$ cat src/tgdr_pkg.sv
`timescale 1ns / 1ps
`default_nettype none
// ----------------------------------------------------------------------------
// tgdr_pkg
// Shared types, constants and tables of the tilted gyro dead reckoning block.
// ----------------------------------------------------------------------------
package tgdr_pkg;

    localparam int CORDIC_STEPS_DEF = 16;
    localparam int CNT_W            = 5;

    localparam logic [1:0] REG_TILT_COS = 2'd0;
    localparam logic [1:0] REG_TILT_SIN = 2'd1;
    localparam logic [1:0] REG_PERIOD   = 2'd2;

    localparam logic signed [15:0] TILT_COS_RST = 16'sd10531;
    localparam logic signed [15:0] TILT_SIN_RST = 16'sd12551;
    localparam logic        [15:0] PERIOD_RST   = 16'd655;

    localparam logic [32:0]        DEG360_U = 33'd23592960;
    localparam logic [32:0]        RED_BIAS = 33'd3019898880;
    localparam logic signed [26:0] DEG360   = 27'sd23592960;
    localparam logic signed [26:0] DEG180   = 27'sd11796480;
    localparam logic signed [26:0] DEG90    = 27'sd5898240;
    localparam logic signed [49:0] GAIN_Q30 = 50'sd652032874;

    typedef enum logic [3:0] {
        ST_IDLE,
        ST_MUL_RX,
        ST_MUL_RZ,
        ST_MUL_PER,
        ST_HEAD,
        ST_MUL_GAIN,
        ST_REDUCE,
        ST_FOLD,
        ST_ROTATE,
        ST_ROUND,
        ST_DONE
    } state_t;

    function automatic logic signed [25:0] atan_deg(input logic [CNT_W-1:0] i);
        logic signed [25:0] a;
        case (i)
            5'd0:    a = 26'sd2949120;
            5'd1:    a = 26'sd1740967;
            5'd2:    a = 26'sd919879;
            5'd3:    a = 26'sd466945;
            5'd4:    a = 26'sd234379;
            5'd5:    a = 26'sd117304;
            5'd6:    a = 26'sd58666;
            5'd7:    a = 26'sd29335;
            5'd8:    a = 26'sd14668;
            5'd9:    a = 26'sd7334;
            5'd10:   a = 26'sd3667;
            5'd11:   a = 26'sd1833;
            5'd12:   a = 26'sd917;
            5'd13:   a = 26'sd458;
            5'd14:   a = 26'sd229;
            5'd15:   a = 26'sd115;
            5'd16:   a = 26'sd57;
            5'd17:   a = 26'sd29;
            5'd18:   a = 26'sd14;
            5'd19:   a = 26'sd7;
            5'd20:   a = 26'sd4;
            5'd21:   a = 26'sd2;
            5'd22:   a = 26'sd1;
            default: a = 26'sd0;
        endcase
        return a;
    endfunction

    function automatic logic signed [31:0] sat32(input logic signed [33:0] v);
        logic signed [31:0] r;
        if (v > 34'sd2147483647) begin
            r = 32'sh7fffffff;
        end else if (v < -34'sd2147483648) begin
            r = 32'sh80000000;
        end else begin
            r = v[31:0];
        end
        return r;
    endfunction

endpackage
`default_nettype wire

$ cat src/tilted_gyro_dead_reckoning.sv
`timescale 1ns / 1ps
`default_nettype none
// ----------------------------------------------------------------------------
// tilted_gyro_dead_reckoning
// Heading and position integration from a tilted gyro and a distance step.
// ----------------------------------------------------------------------------
// One input beat per sample tick carries rate_x, rate_z and step_distance on
// the s_ channel. Each beat yields one result beat on the m_ channel with the
// updated heading and x/y position, all saturating 32-bit values.
// The cfg channel writes tilt cosine (0), tilt sine (1) and sample period (2);
// other indexes are dropped. cfg_ready is always high.
// One tick runs from accept to result through the bit-serial shift-add
// multiplier, one multiplier bit per cycle for each of four products, the
// modulo-360 reduction at one binary digit per cycle and the CORDIC at one
// iteration per cycle. s_ready is high only between ticks.
// The result sits in an output register; a stalled receiver holds it there,
// and a finished tick waits before overwriting it, so no beat is lost.
// Reset clears heading and position to zero and restores the register
// defaults.
// ----------------------------------------------------------------------------
module tilted_gyro_dead_reckoning #(
    parameter int CORDIC_STEPS = tgdr_pkg::CORDIC_STEPS_DEF
) (
    input  wire                aclk,
    input  wire                aresetn,
    input  wire                s_valid,
    output logic               s_ready,
    input  wire signed  [15:0] s_rate_x,
    input  wire signed  [15:0] s_rate_z,
    input  wire signed  [15:0] s_step_distance,
    output logic               m_valid,
    input  wire                m_ready,
    output logic signed [31:0] m_heading,
    output logic signed [31:0] m_pos_x,
    output logic signed [31:0] m_pos_y,
    input  wire                cfg_valid,
    output logic               cfg_ready,
    input  wire         [1:0]  cfg_index,
    input  wire         [15:0] cfg_data
);

    localparam int CW = tgdr_pkg::CNT_W;
    localparam logic [CW-1:0] LAST_STEP = CW'(CORDIC_STEPS - 1);
    localparam logic [CW-1:0] MUL_LAST  = CW'(15);
    localparam logic [CW-1:0] RED_FIRST = CW'(7);

    tgdr_pkg::state_t state_reg, state_next;

    logic signed [15:0] tcos_reg, tsin_reg;
    logic        [15:0] period_reg;

    logic signed [15:0] rz_reg, rz_next;
    logic signed [15:0] dist_reg, dist_next;
    logic signed [49:0] acc_reg, acc_next;
    logic signed [49:0] mcand_reg, mcand_next;
    logic        [15:0] mplier_reg, mplier_next;
    logic [CW-1:0]      cnt_reg, cnt_next;
    logic        [32:0] red_reg, red_next;
    logic signed [35:0] x_reg, x_next;
    logic signed [35:0] y_reg, y_next;
    logic signed [25:0] z_reg, z_next;
    logic               flip_reg, flip_next;
    logic signed [31:0] head_acc_reg, head_acc_next;
    logic signed [31:0] x_acc_reg, x_acc_next;
    logic signed [31:0] y_acc_reg, y_acc_next;
    logic               m_valid_reg, m_valid_next;
    logic signed [31:0] m_heading_reg, m_heading_next;
    logic signed [31:0] m_pos_x_reg, m_pos_x_next;
    logic signed [31:0] m_pos_y_reg, m_pos_y_next;

    logic signed [49:0] mul_sum, mul_acc, head_rnd, gain_rnd;
    logic signed [33:0] head_sum, xa_sum, ya_sum;
    logic signed [35:0] xs, ys, xf, yf, xr, yr;
    logic        [32:0] red_cmp;
    logic signed [26:0] r_w, r_f;
    logic               sub_mode;

    assign s_ready   = (state_reg == tgdr_pkg::ST_IDLE);
    assign cfg_ready = 1'b1;
    assign m_valid   = m_valid_reg;
    assign m_heading = m_heading_reg;
    assign m_pos_x   = m_pos_x_reg;
    assign m_pos_y   = m_pos_y_reg;

    always_ff @(posedge aclk) begin
        if (!aresetn) begin
            tcos_reg   <= tgdr_pkg::TILT_COS_RST;
            tsin_reg   <= tgdr_pkg::TILT_SIN_RST;
            period_reg <= tgdr_pkg::PERIOD_RST;
        end else if (cfg_valid) begin
            case (cfg_index)
                tgdr_pkg::REG_TILT_COS: tcos_reg   <= cfg_data;
                tgdr_pkg::REG_TILT_SIN: tsin_reg   <= cfg_data;
                tgdr_pkg::REG_PERIOD:   period_reg <= cfg_data;
                default: ;
            endcase
        end
    end

    always_ff @(posedge aclk) begin
        if (!aresetn) begin
            state_reg    <= tgdr_pkg::ST_IDLE;
            cnt_reg      <= '0;
            head_acc_reg <= '0;
            x_acc_reg    <= '0;
            y_acc_reg    <= '0;
            m_valid_reg  <= 1'b0;
        end else begin
            state_reg    <= state_next;
            cnt_reg      <= cnt_next;
            head_acc_reg <= head_acc_next;
            x_acc_reg    <= x_acc_next;
            y_acc_reg    <= y_acc_next;
            m_valid_reg  <= m_valid_next;
        end
    end

    always_ff @(posedge aclk) begin
        rz_reg        <= rz_next;
        dist_reg      <= dist_next;
        acc_reg       <= acc_next;
        mcand_reg     <= mcand_next;
        mplier_reg    <= mplier_next;
        red_reg       <= red_next;
        x_reg         <= x_next;
        y_reg         <= y_next;
        z_reg         <= z_next;
        flip_reg      <= flip_next;
        m_heading_reg <= m_heading_next;
        m_pos_x_reg   <= m_pos_x_next;
        m_pos_y_reg   <= m_pos_y_next;
    end

    always_comb begin
        state_next     = state_reg;
        cnt_next       = cnt_reg;
        rz_next        = rz_reg;
        dist_next      = dist_reg;
        acc_next       = acc_reg;
        mcand_next     = mcand_reg;
        mplier_next    = mplier_reg;
        red_next       = red_reg;
        x_next         = x_reg;
        y_next         = y_reg;
        z_next         = z_reg;
        flip_next      = flip_reg;
        head_acc_next  = head_acc_reg;
        x_acc_next     = x_acc_reg;
        y_acc_next     = y_acc_reg;
        m_valid_next   = m_valid_reg;
        m_heading_next = m_heading_reg;
        m_pos_x_next   = m_pos_x_reg;
        m_pos_y_next   = m_pos_y_reg;

        sub_mode = (state_reg != tgdr_pkg::ST_MUL_PER) && (cnt_reg == MUL_LAST);
        mul_sum  = sub_mode ? (acc_reg - mcand_reg) : (acc_reg + mcand_reg);
        mul_acc  = mplier_reg[0] ? mul_sum : acc_reg;
        head_rnd = acc_reg + 50'sd131072;
        head_sum = {{2{head_acc_reg[31]}}, head_acc_reg}
                 + {{2{head_rnd[49]}}, head_rnd[49:18]};
        gain_rnd = mul_acc + 50'sd8192;
        red_cmp  = tgdr_pkg::DEG360_U << cnt_reg[2:0];
        r_w      = $signed({2'b00, red_reg[24:0]});
        r_f      = (r_w >= tgdr_pkg::DEG180) ? (r_w - tgdr_pkg::DEG360) : r_w;
        xs       = x_reg >>> cnt_reg;
        ys       = y_reg >>> cnt_reg;
        xf       = flip_reg ? -x_reg : x_reg;
        yf       = flip_reg ? -y_reg : y_reg;
        xr       = xf + 36'sd32768;
        yr       = yf + 36'sd32768;
        xa_sum   = {{2{x_acc_reg[31]}}, x_acc_reg} - {{14{yr[35]}}, yr[35:16]};
        ya_sum   = {{2{y_acc_reg[31]}}, y_acc_reg} + {{14{xr[35]}}, xr[35:16]};

        if (m_valid_reg && m_ready) begin
            m_valid_next = 1'b0;
        end

        case (state_reg)
            tgdr_pkg::ST_IDLE: begin
                if (s_valid) begin
                    rz_next     = s_rate_z;
                    dist_next   = s_step_distance;
                    acc_next    = '0;
                    mcand_next  = {{34{s_rate_x[15]}}, s_rate_x};
                    mplier_next = tcos_reg;
                    cnt_next    = '0;
                    state_next  = tgdr_pkg::ST_MUL_RX;
                end
            end
            tgdr_pkg::ST_MUL_RX, tgdr_pkg::ST_MUL_RZ,
            tgdr_pkg::ST_MUL_PER, tgdr_pkg::ST_MUL_GAIN: begin
                acc_next    = mul_acc;
                mcand_next  = mcand_reg <<< 1;
                mplier_next = mplier_reg >> 1;
                cnt_next    = cnt_reg + 1'b1;
                if (cnt_reg == MUL_LAST) begin
                    cnt_next = '0;
                    case (state_reg)
                        tgdr_pkg::ST_MUL_RX: begin
                            mcand_next  = {{34{rz_reg[15]}}, rz_reg};
                            mplier_next = tsin_reg;
                            state_next  = tgdr_pkg::ST_MUL_RZ;
                        end
                        tgdr_pkg::ST_MUL_RZ: begin
                            mcand_next  = mul_acc;
                            acc_next    = '0;
                            mplier_next = period_reg;
                            state_next  = tgdr_pkg::ST_MUL_PER;
                        end
                        tgdr_pkg::ST_MUL_PER: begin
                            state_next = tgdr_pkg::ST_HEAD;
                        end
                        default: begin
                            x_next     = gain_rnd[49:14];
                            y_next     = '0;
                            red_next   = head_acc_reg[31]
                                       ? (33'(head_acc_reg) + tgdr_pkg::RED_BIAS)
                                       : {1'b0, head_acc_reg};
                            cnt_next   = RED_FIRST;
                            state_next = tgdr_pkg::ST_REDUCE;
                        end
                    endcase
                end
            end
            tgdr_pkg::ST_HEAD: begin
                head_acc_next = tgdr_pkg::sat32(head_sum);
                acc_next      = '0;
                mcand_next    = tgdr_pkg::GAIN_Q30;
                mplier_next   = dist_reg;
                cnt_next      = '0;
                state_next    = tgdr_pkg::ST_MUL_GAIN;
            end
            tgdr_pkg::ST_REDUCE: begin
                if (red_reg >= red_cmp) begin
                    red_next = red_reg - red_cmp;
                end
                cnt_next = cnt_reg - 1'b1;
                if (cnt_reg == '0) begin
                    state_next = tgdr_pkg::ST_FOLD;
                end
            end
            tgdr_pkg::ST_FOLD: begin
                flip_next = 1'b0;
                z_next    = r_f[25:0];
                if (r_f > tgdr_pkg::DEG90) begin
                    z_next    = 26'(r_f - tgdr_pkg::DEG180);
                    flip_next = 1'b1;
                end else if (r_f < -tgdr_pkg::DEG90) begin
                    z_next    = 26'(r_f + tgdr_pkg::DEG180);
                    flip_next = 1'b1;
                end
                cnt_next   = '0;
                state_next = tgdr_pkg::ST_ROTATE;
            end
            tgdr_pkg::ST_ROTATE: begin
                if (!z_reg[25]) begin
                    x_next = x_reg - ys;
                    y_next = y_reg + xs;
                    z_next = z_reg - tgdr_pkg::atan_deg(cnt_reg);
                end else begin
                    x_next = x_reg + ys;
                    y_next = y_reg - xs;
                    z_next = z_reg + tgdr_pkg::atan_deg(cnt_reg);
                end
                cnt_next = cnt_reg + 1'b1;
                if (cnt_reg == LAST_STEP) begin
                    state_next = tgdr_pkg::ST_ROUND;
                end
            end
            tgdr_pkg::ST_ROUND: begin
                x_acc_next = tgdr_pkg::sat32(xa_sum);
                y_acc_next = tgdr_pkg::sat32(ya_sum);
                state_next = tgdr_pkg::ST_DONE;
            end
            tgdr_pkg::ST_DONE: begin
                if (!m_valid_reg || m_ready) begin
                    m_heading_next = head_acc_reg;
                    m_pos_x_next   = x_acc_reg;
                    m_pos_y_next   = y_acc_reg;
                    m_valid_next   = 1'b1;
                    state_next     = tgdr_pkg::ST_IDLE;
                end
            end
            default: begin
                state_next = tgdr_pkg::ST_IDLE;
            end
        endcase
    end

`ifndef SYNTHESIS
    a_accept_starts: assert property (@(posedge aclk) disable iff (!aresetn)
        (s_valid && s_ready) |=> (state_reg == tgdr_pkg::ST_MUL_RX))
        else $error("accepted beat did not start the multiply");
    a_result_from_done: assert property (@(posedge aclk) disable iff (!aresetn)
        $rose(m_valid_reg) |-> ($past(state_reg) == tgdr_pkg::ST_DONE))
        else $error("result beat raised outside the final step");
    a_rotate_count: assert property (@(posedge aclk) disable iff (!aresetn)
        (state_reg == tgdr_pkg::ST_ROTATE) |-> (cnt_reg <= LAST_STEP))
        else $error("CORDIC step count overran");
    a_fold_range: assert property (@(posedge aclk) disable iff (!aresetn)
        (state_reg == tgdr_pkg::ST_ROTATE && cnt_reg == '0)
        |-> (z_reg <= 26'sd5898240 && z_reg >= -26'sd5898240))
        else $error("folded angle out of quarter range");
`endif

endmodule
`default_nettype wire

$ cat config.mk
export PLATFORM = sky130hd
export DESIGN_NAME = tilted_gyro_dead_reckoning
export DESIGN_NICKNAME = d
export VERILOG_FILES = /design/src/tgdr_pkg.sv /design/src/tilted_gyro_dead_reckoning.sv
export SDC_FILE = /design/constraint.sdc
export NUM_CORES = 2
export LEC_CHECK = 0
export BUFFER_PORTS_ARGS = -buffer_cell sky130_fd_sc_hd__buf_4
export CAP_MARGIN = 0
export CORE_ASPECT_RATIO = 1.4
export CORE_MARGIN = 3
export CORE_UTILIZATION = 58
export DETAILED_ROUTE_END_ITERATION = 8
export GPL_TIMING_DRIVEN = 0
export PLACE_DENSITY = 0.85
export SYNTH_ARGS = -nofsm -noshare
export SYNTH_HDL_FRONTEND = slang
export SYNTH_SLANG_ARGS = --single-unit
$ cat constraint.sdc
create_clock -name aclk -period 8.4 [get_ports aclk]
set_clock_uncertainty 0.2 [all_clocks]
set_input_delay 0.42 -clock aclk [delete_from_list [all_inputs] [get_ports aclk]]
set_output_delay 0.42 -clock aclk [all_outputs]
set_load 0.05 [all_outputs]
==> Word-level counts from Yosys, hierarchy flattened <==
Memories as Yosys holds them, arrays and structs flattened. A register that Yosys moved wholly into a read port is not among the register bits.
Cells that the tools add are included.
{ "word_totals": {"regBits": 530, "romBits": 1408, "input_bits": 71, "output_inout_bits": 99, "word_cells": 170, "memories": 2} }
{ "op_classes": {"addsub": 24, "order_cmp": 10, "eq_ne": 21, "shifts": 3, "mux": 63, "n_reduce_logical": 25} }
{ "memory_table": {"columns": ["memory", "words", "word_bits", "read_ports", "rd_ports_with_merged_regs", "write_ports", "line", "rtl"], "rows": [
  ["(no name shown)", 32, 22, 1, 1, 0, "tgdr_pkg.sv:43", "case (i)"],
  ["(no name shown)", 32, 22, 1, 1, 0, "tgdr_pkg.sv:43", null]
]} }
{ "ops": {"columns": ["cell", "n"], "rows": [
  ["50-bit 2-to-1 mux", 7],
  ["50-bit one-hot mux with 3 select lines", 2],
  ["36-bit 2-to-1 mux", 8],
  ["32-bit 2-to-1 mux", 6],
  ["26-bit 2-to-1 mux", 7],
  ["36-bit one-hot mux with 2 select lines", 2],
  ["33-bit 2-to-1 mux", 4],
  ["50-bit one-hot mux with 2 select lines", 1],
  ["33-bit by 32-bit greater-than comparator with 1-bit output, second input constant", 3],
  ["33-bit by 32-bit < comparator with 1-bit output, second input constant", 3],
  ["36-bit by 17-bit adder with 36-bit output, second input constant", 2],
  ["36-bit adder", 2],
  ["36-bit negator", 2],
  ["36-bit by 5-bit >>> shifter with 36-bit output", 2],
  ["36-bit subtractor", 2],
  ["33-bit one-hot mux with 2 select lines", 1],
  ["26-bit one-hot mux with 2 select lines", 1],
  ["50-bit by 15-bit adder with 50-bit output, second input constant", 1],
  ["50-bit by 19-bit adder with 50-bit output, second input constant", 1],
  ["50-bit adder", 1],
  ["50-bit subtractor", 1],
  ["16-bit one-hot mux with 3 select lines", 1],
  ["32-bit by 20-bit adder with 33-bit output", 1],
  ["32-bit by 32-bit adder with 33-bit output", 1],
  ["other kinds (50)", 84]
]} }

==> Depth between registers and ports, before layout <==
{ "logic_depth": {"depth_word": 8, "mapped_depth": 32, "depth_no_buf": 25} }

==> Worst setup path after synthesis <==
OpenSTA, ideal clock, no wires.
{ "synth_timing": {"path_type": "reg-to-reg", "start": "register state_reg[1]", "end": "register m_heading_reg[0], in the netlist m_heading[0] (enable)", "setup_time_ns": 0.668, "arrival_ns": 7.495, "required_ns": 7.532, "setup_slack_ns": 0.037, "path_stages_with_launch": 5, "path_buffers": 2, "synth_period_minus_slack_ns": 8.363, "path_cell_list": "dfxtp_1 clkbuf_1 clkbuf_1 nand2b_1 nor3_1"} }
{ "synth_via": {"elab_chain_len": 2} }
{ "synth_lines": {"columns": ["element", "line", "rtl"], "rows": [
  ["from (decl)", "tilted_gyro_dead_reckoning.sv:47", "tgdr_pkg::state_t state_reg, state_next;"],
  ["from (signal assigned)", "tilted_gyro_dead_reckoning.sv:102", "state_reg <= tgdr_pkg::ST_IDLE;"],
  ["from (signal assigned)", "tilted_gyro_dead_reckoning.sv:109", "state_reg <= state_next;"],
  ["4-bit equality test", "tilted_gyro_dead_reckoning.sv:178", "case (state_reg)"],
  ["2-bit AND reduction (no line)", null, null],
  ["to (signal assigned)", "tilted_gyro_dead_reckoning.sv:129", "m_heading_reg <= m_heading_next;"],
  ["to (decl)", "tilted_gyro_dead_reckoning.sv:67", "logic signed [31:0] m_heading_reg, m_heading_next;"]
]} }
Every way passes these cells.
A chain may end at the register's enable or synchronous reset.

==> Final worst setup path <==
{ "layout_timing": {"start": "register cnt_reg[1]", "end": "register y_reg[32] (data pin)"} }
{ "layout_via": {"elab_chain_len": 4, "word_cells_on_any_way": 5, "cone_classes": "add/sub: 2; shift: 1; mux: 2"} }
{ "layout_lines": {"columns": ["element", "line", "rtl"], "rows": [
  ["from (decl)", "tilted_gyro_dead_reckoning.sv:57", "logic [CW-1:0] cnt_reg, cnt_next;"],
  ["from (signal assigned)", "tilted_gyro_dead_reckoning.sv:110", "cnt_reg <= cnt_next;"],
  ["36-bit by 5-bit >>> shifter with 36-bit output (*)", "tilted_gyro_dead_reckoning.sv:165", "xs = x_reg >>> cnt_reg;"],
  ["36-bit adder or 36-bit subtractor (tied branches)", "tilted_gyro_dead_reckoning.sv:258, tilted_gyro_dead_reckoning.sv:262", null],
  ["36-bit 2-to-1 mux (*)", "tilted_gyro_dead_reckoning.sv:256", "if (!z_reg[25]) begin"],
  ["36-bit one-hot mux with 2 select lines (*)", "tilted_gyro_dead_reckoning.sv:178", null],
  ["to (signal assigned)", "tilted_gyro_dead_reckoning.sv:126", "y_reg <= y_next;"],
  ["to (decl)", "tilted_gyro_dead_reckoning.sv:60", "logic signed [35:0] y_reg, y_next;"]
]} }
Mark *: on every way between the ends. The rest lies on a longest branch, timed or not.

==> results.sh <==
export IMPL_status="completed"
export IMPL_boundaryPins=170
export IMPL_io_buffers=168
export IMPL_worstSetupPathType="reg -> reg"
export IMPL_crit_family="compound AO/OA/AOI/OAI gates"
export IMPL_fin_crit_ns=8.18
export IMPL_cp_depth=27
export IMPL_multi_input_area_um2=29600
export IMPL_vias_per_cell=6.68
export IMPL_hold_depth=5
export IMPL_crit_required_ns=8.63
export IMPL_power_density_nw_per_um2=318
export IMPL_arrival_ns=8.41
export IMPL_fill_cells=6348
export IMPL_synth_area_leader_cell="edfxtp_1"
export IMPL_reg2reg_depth=27
export IMPL_power_w=0.0164
export IMPL_synth_top_area_share=0.245
export IMPL_synth_cell_type_count=122
export IMPL_ant_nets=0
export IMPL_hp_class="in -> reg"
export IMPL_antenna_found_initial=2
export IMPL_vias=44600
export IMPL_dieArea_um2=82800
export IMPL_setup_viol=0
export IMPL_core_um2=78100
export IMPL_final_util=0.662
export IMPL_dr_pass1_iters=6
export IMPL_synth_edf_count=376
export IMPL_area_growth_pct=12.4
export IMPL_clock_root_buffer="clkbuf_16"
export IMPL_grt_pass1_vias=44100
export IMPL_clock_path_buffers=3
export IMPL_syn_area_per_cell_um2=8.72
export IMPL_synthFlopType="edfxtp_1"
export IMPL_dp_cells=6499
export IMPL_hold_violations=0
export IMPL_start_kind="flip-flop"
export IMPL_synthArstFlopShare=0
export IMPL_path_clk_slew_ns=0.07
export IMPL_die_h_um=339
export IMPL_grt_usage=0.399
export IMPL_drt_iter0_drc=4141
export IMPL_grt_remaining_overflow=0
export IMPL_fin_cells=6675
export IMPL_ys_seq_area_frac=0.322
export IMPL_cellLeakagePower_nw=20.6
export IMPL_drc=0
export IMPL_tightest_slew_ns=1.37
export IMPL_slowest_delay_ns=0.51
export IMPL_htreeDepth=2
export IMPL_dpl_hpwl_um=130000
export IMPL_fin_crit_sh=0.974
export IMPL_slew_headroom=0.0885
export IMPL_grt_pass1_wl_um=256000
export IMPL_row_count=121
export IMPL_synth_cells=5273
export IMPL_drive_gt1_frac=0.103
export IMPL_tritoncts="yes"
export IMPL_grt_max_degree=66
export IMPL_cp_slowest_cell="mux4_2"
export IMPL_die_x_um=244
export IMPL_cp_max_fo=10
export IMPL_ff_latch_area_um2=14800
export IMPL_cp_num_buf_inv=4
export IMPL_cts_sinks=552
export IMPL_worst_skew_pair_late_latency_ns=0.71
export IMPL_end_kind="flip-flop"
export IMPL_synth_area_leaders="edfxtp_1 (25%), dfxtp_1 (7.7%), ha_1 (7.5%), a21oi_1 (5.1%), nand2_1 (4.7%)"
export IMPL_vdd_drop_max_mv=0.284
export IMPL_syn_cell_area_um2=46000
export IMPL_cts_buffers=58
export IMPL_ys_ff_latch=552
export IMPL_dp_slack_ns=-2.05
export IMPL_cpMostUsedCell="nor2_1"
export IMPL_drv_slew=0
export IMPL_wl_per_cell_um=25.5
export IMPL_finalWorstSetupSlack_ns=0.219
export IMPL_synth_fp_nets=5625
export IMPL_fmax_ghz=0.122
export IMPL_maxCapViolations=0
export IMPL_start_util=0.589
export IMPL_wirelength_um=170000
export IMPL_yosysWarnings=0
export IMPL_layout_nets=5931
export IMPL_place_congestion=1.07
worst reg2reg max path, cell delays in order (launching register included):
cell and delay [ns]:
dfxtp_1 0.50, buf_2 0.36, clkbuf_4 0.38, clkbuf_4 0.39, mux4_2 0.51, mux2_2 0.35, mux2i_2 0.37, nor2_1 0.09
nor2_1 0.17, and2_1 0.18, nor2b_1 0.36, inv_1 0.08, nor2_1 0.11, nor2_1 0.06, xor2_1 0.21, ha_1 0.35
a21o_1 0.20, a21oi_1 0.44, a41o_1 0.33, o21ai_0 0.21, nor4_2 0.41, o31ai_1 0.21, o21a_1 0.25, nor3b_1 0.14
or3_1 0.43, a311o_1 0.40, xnor2_1 0.17, nor2_1 0.05
layout make-up:
class / count / share of cell area
Antenna cell: 1 / 0.0000484
Tap cell: 1045 / 0.0253
Buffer: 301 / 0.0250
Multi-Input combinational cell: 4265 / 0.572
Sequential cell: 552 / 0.287
Timing Repair Buffer: 248 / 0.0410
Inverter: 153 / 0.0111
Clock inverter: 41 / 0.00961
Clock buffer: 69 / 0.0294
synth_stat cells, types with 54 or more instances:
master,number
nand3_1,135
o211ai_1,64
a21o_1,92
nor2b_1,78
nor3_1,126
a21oi_1,470
dfxtp_1,176
maj3_1,56
and3_1,60
o21ai_0,400
edfxtp_1,376
a31oi_1,68
xnor2_1,235
inv_1,151
nor2_1,426
clkbuf_1,236
o21a_1,54
nand2_1,578
ha_1,274
nand2b_1,60
mux2i_1,62
xor2_1,207
or3_1,57
mux4_2,94
final timing paths:
kind                                                 start                      end  slack (ns)
worst max register to register     cnt_reg[1]$_SDFFE_PN0P_  y_reg[32]$_SDFFCE_PN0P_        0.22
worst min register to register  x_acc_reg[25]$_SDFFE_PN0P_    m_pos_x[25]$_DFFE_PP_        0.24
worst max-delay path               cnt_reg[1]$_SDFFE_PN0P_  y_reg[32]$_SDFFCE_PN0P_        0.22
worst min-delay path                               aresetn                flip-flop        0.12
kinds of logic after synthesis:
group,count (synthesis),synth area share
AOI/OAI and AO/OA,1538,0.209
xor gates and xnor gates,445,0.0855
adders and majority gates,337,0.0898
buffers and inverters,456,0.0393
DFF,552,0.322
muxes,200,0.0706
other,1,0.0000815
and+or+nand+nor,1744,0.184
what timing repair did:
item	CTS	global route
gates resized for setup	32	50
hold buffers	66	0
setup endpoints to repair	151	81
endpoints found under the hold margin	96	0
setup buffers	0	1
pin swaps	0	3
routing by layer:
metal  part of all wire  vias up  track usage
li1                   -    20100            -
met1               0.33    21100        0.414
met2               0.48     2576        0.682
met3              0.080      808       0.0662
met4               0.12        0        0.376
met5                  0        -            0
layout by cell type, fill, tap and decap left out, types with 44 or more instances in the layout:
cell,n
nand2_1,578
a21oi_1,466
nor2_1,425
o21ai_0,396
edfxtp_1,376
ha_1,274
xnor2_1,233
clkbuf_1,225
xor2_1,206
buf_4,175
dfxtp_1,175
inv_1,150
nand3_1,135
nor3_1,123
mux4_2,94
a21o_1,92
nor2b_1,78
a31oi_1,68
dlygate4sd3_1,66
o211ai_1,64
nand2b_1,60
mux2i_1,60
and3_1,59
clkbuf_16,58
or3_1,57
maj3_1,56
o21a_1,53
o31ai_1,44
power breakdown:
part	internal [W]	switching [W]	leakage (nW)
clock	0.00154	0.00126	0.975
sequential	0.00360	0.000509	5.05
combinational	0.00345	0.00609	14.6
total	0.00858	0.00786	20.6
stage by stage:
stage	setup TNS, ns	hold slack [ns]	cell area [um2]
finish	0	0.121	51700
global placement	-485.81	0.213	48600
CTS	0	0.0902	51500
floorplan	0	0.206	46000
detailed placement	-70.78	0.221	48800
global route	-0.0706	0.152	51700
Note: power is estimated with default switching activity, not from simulation.
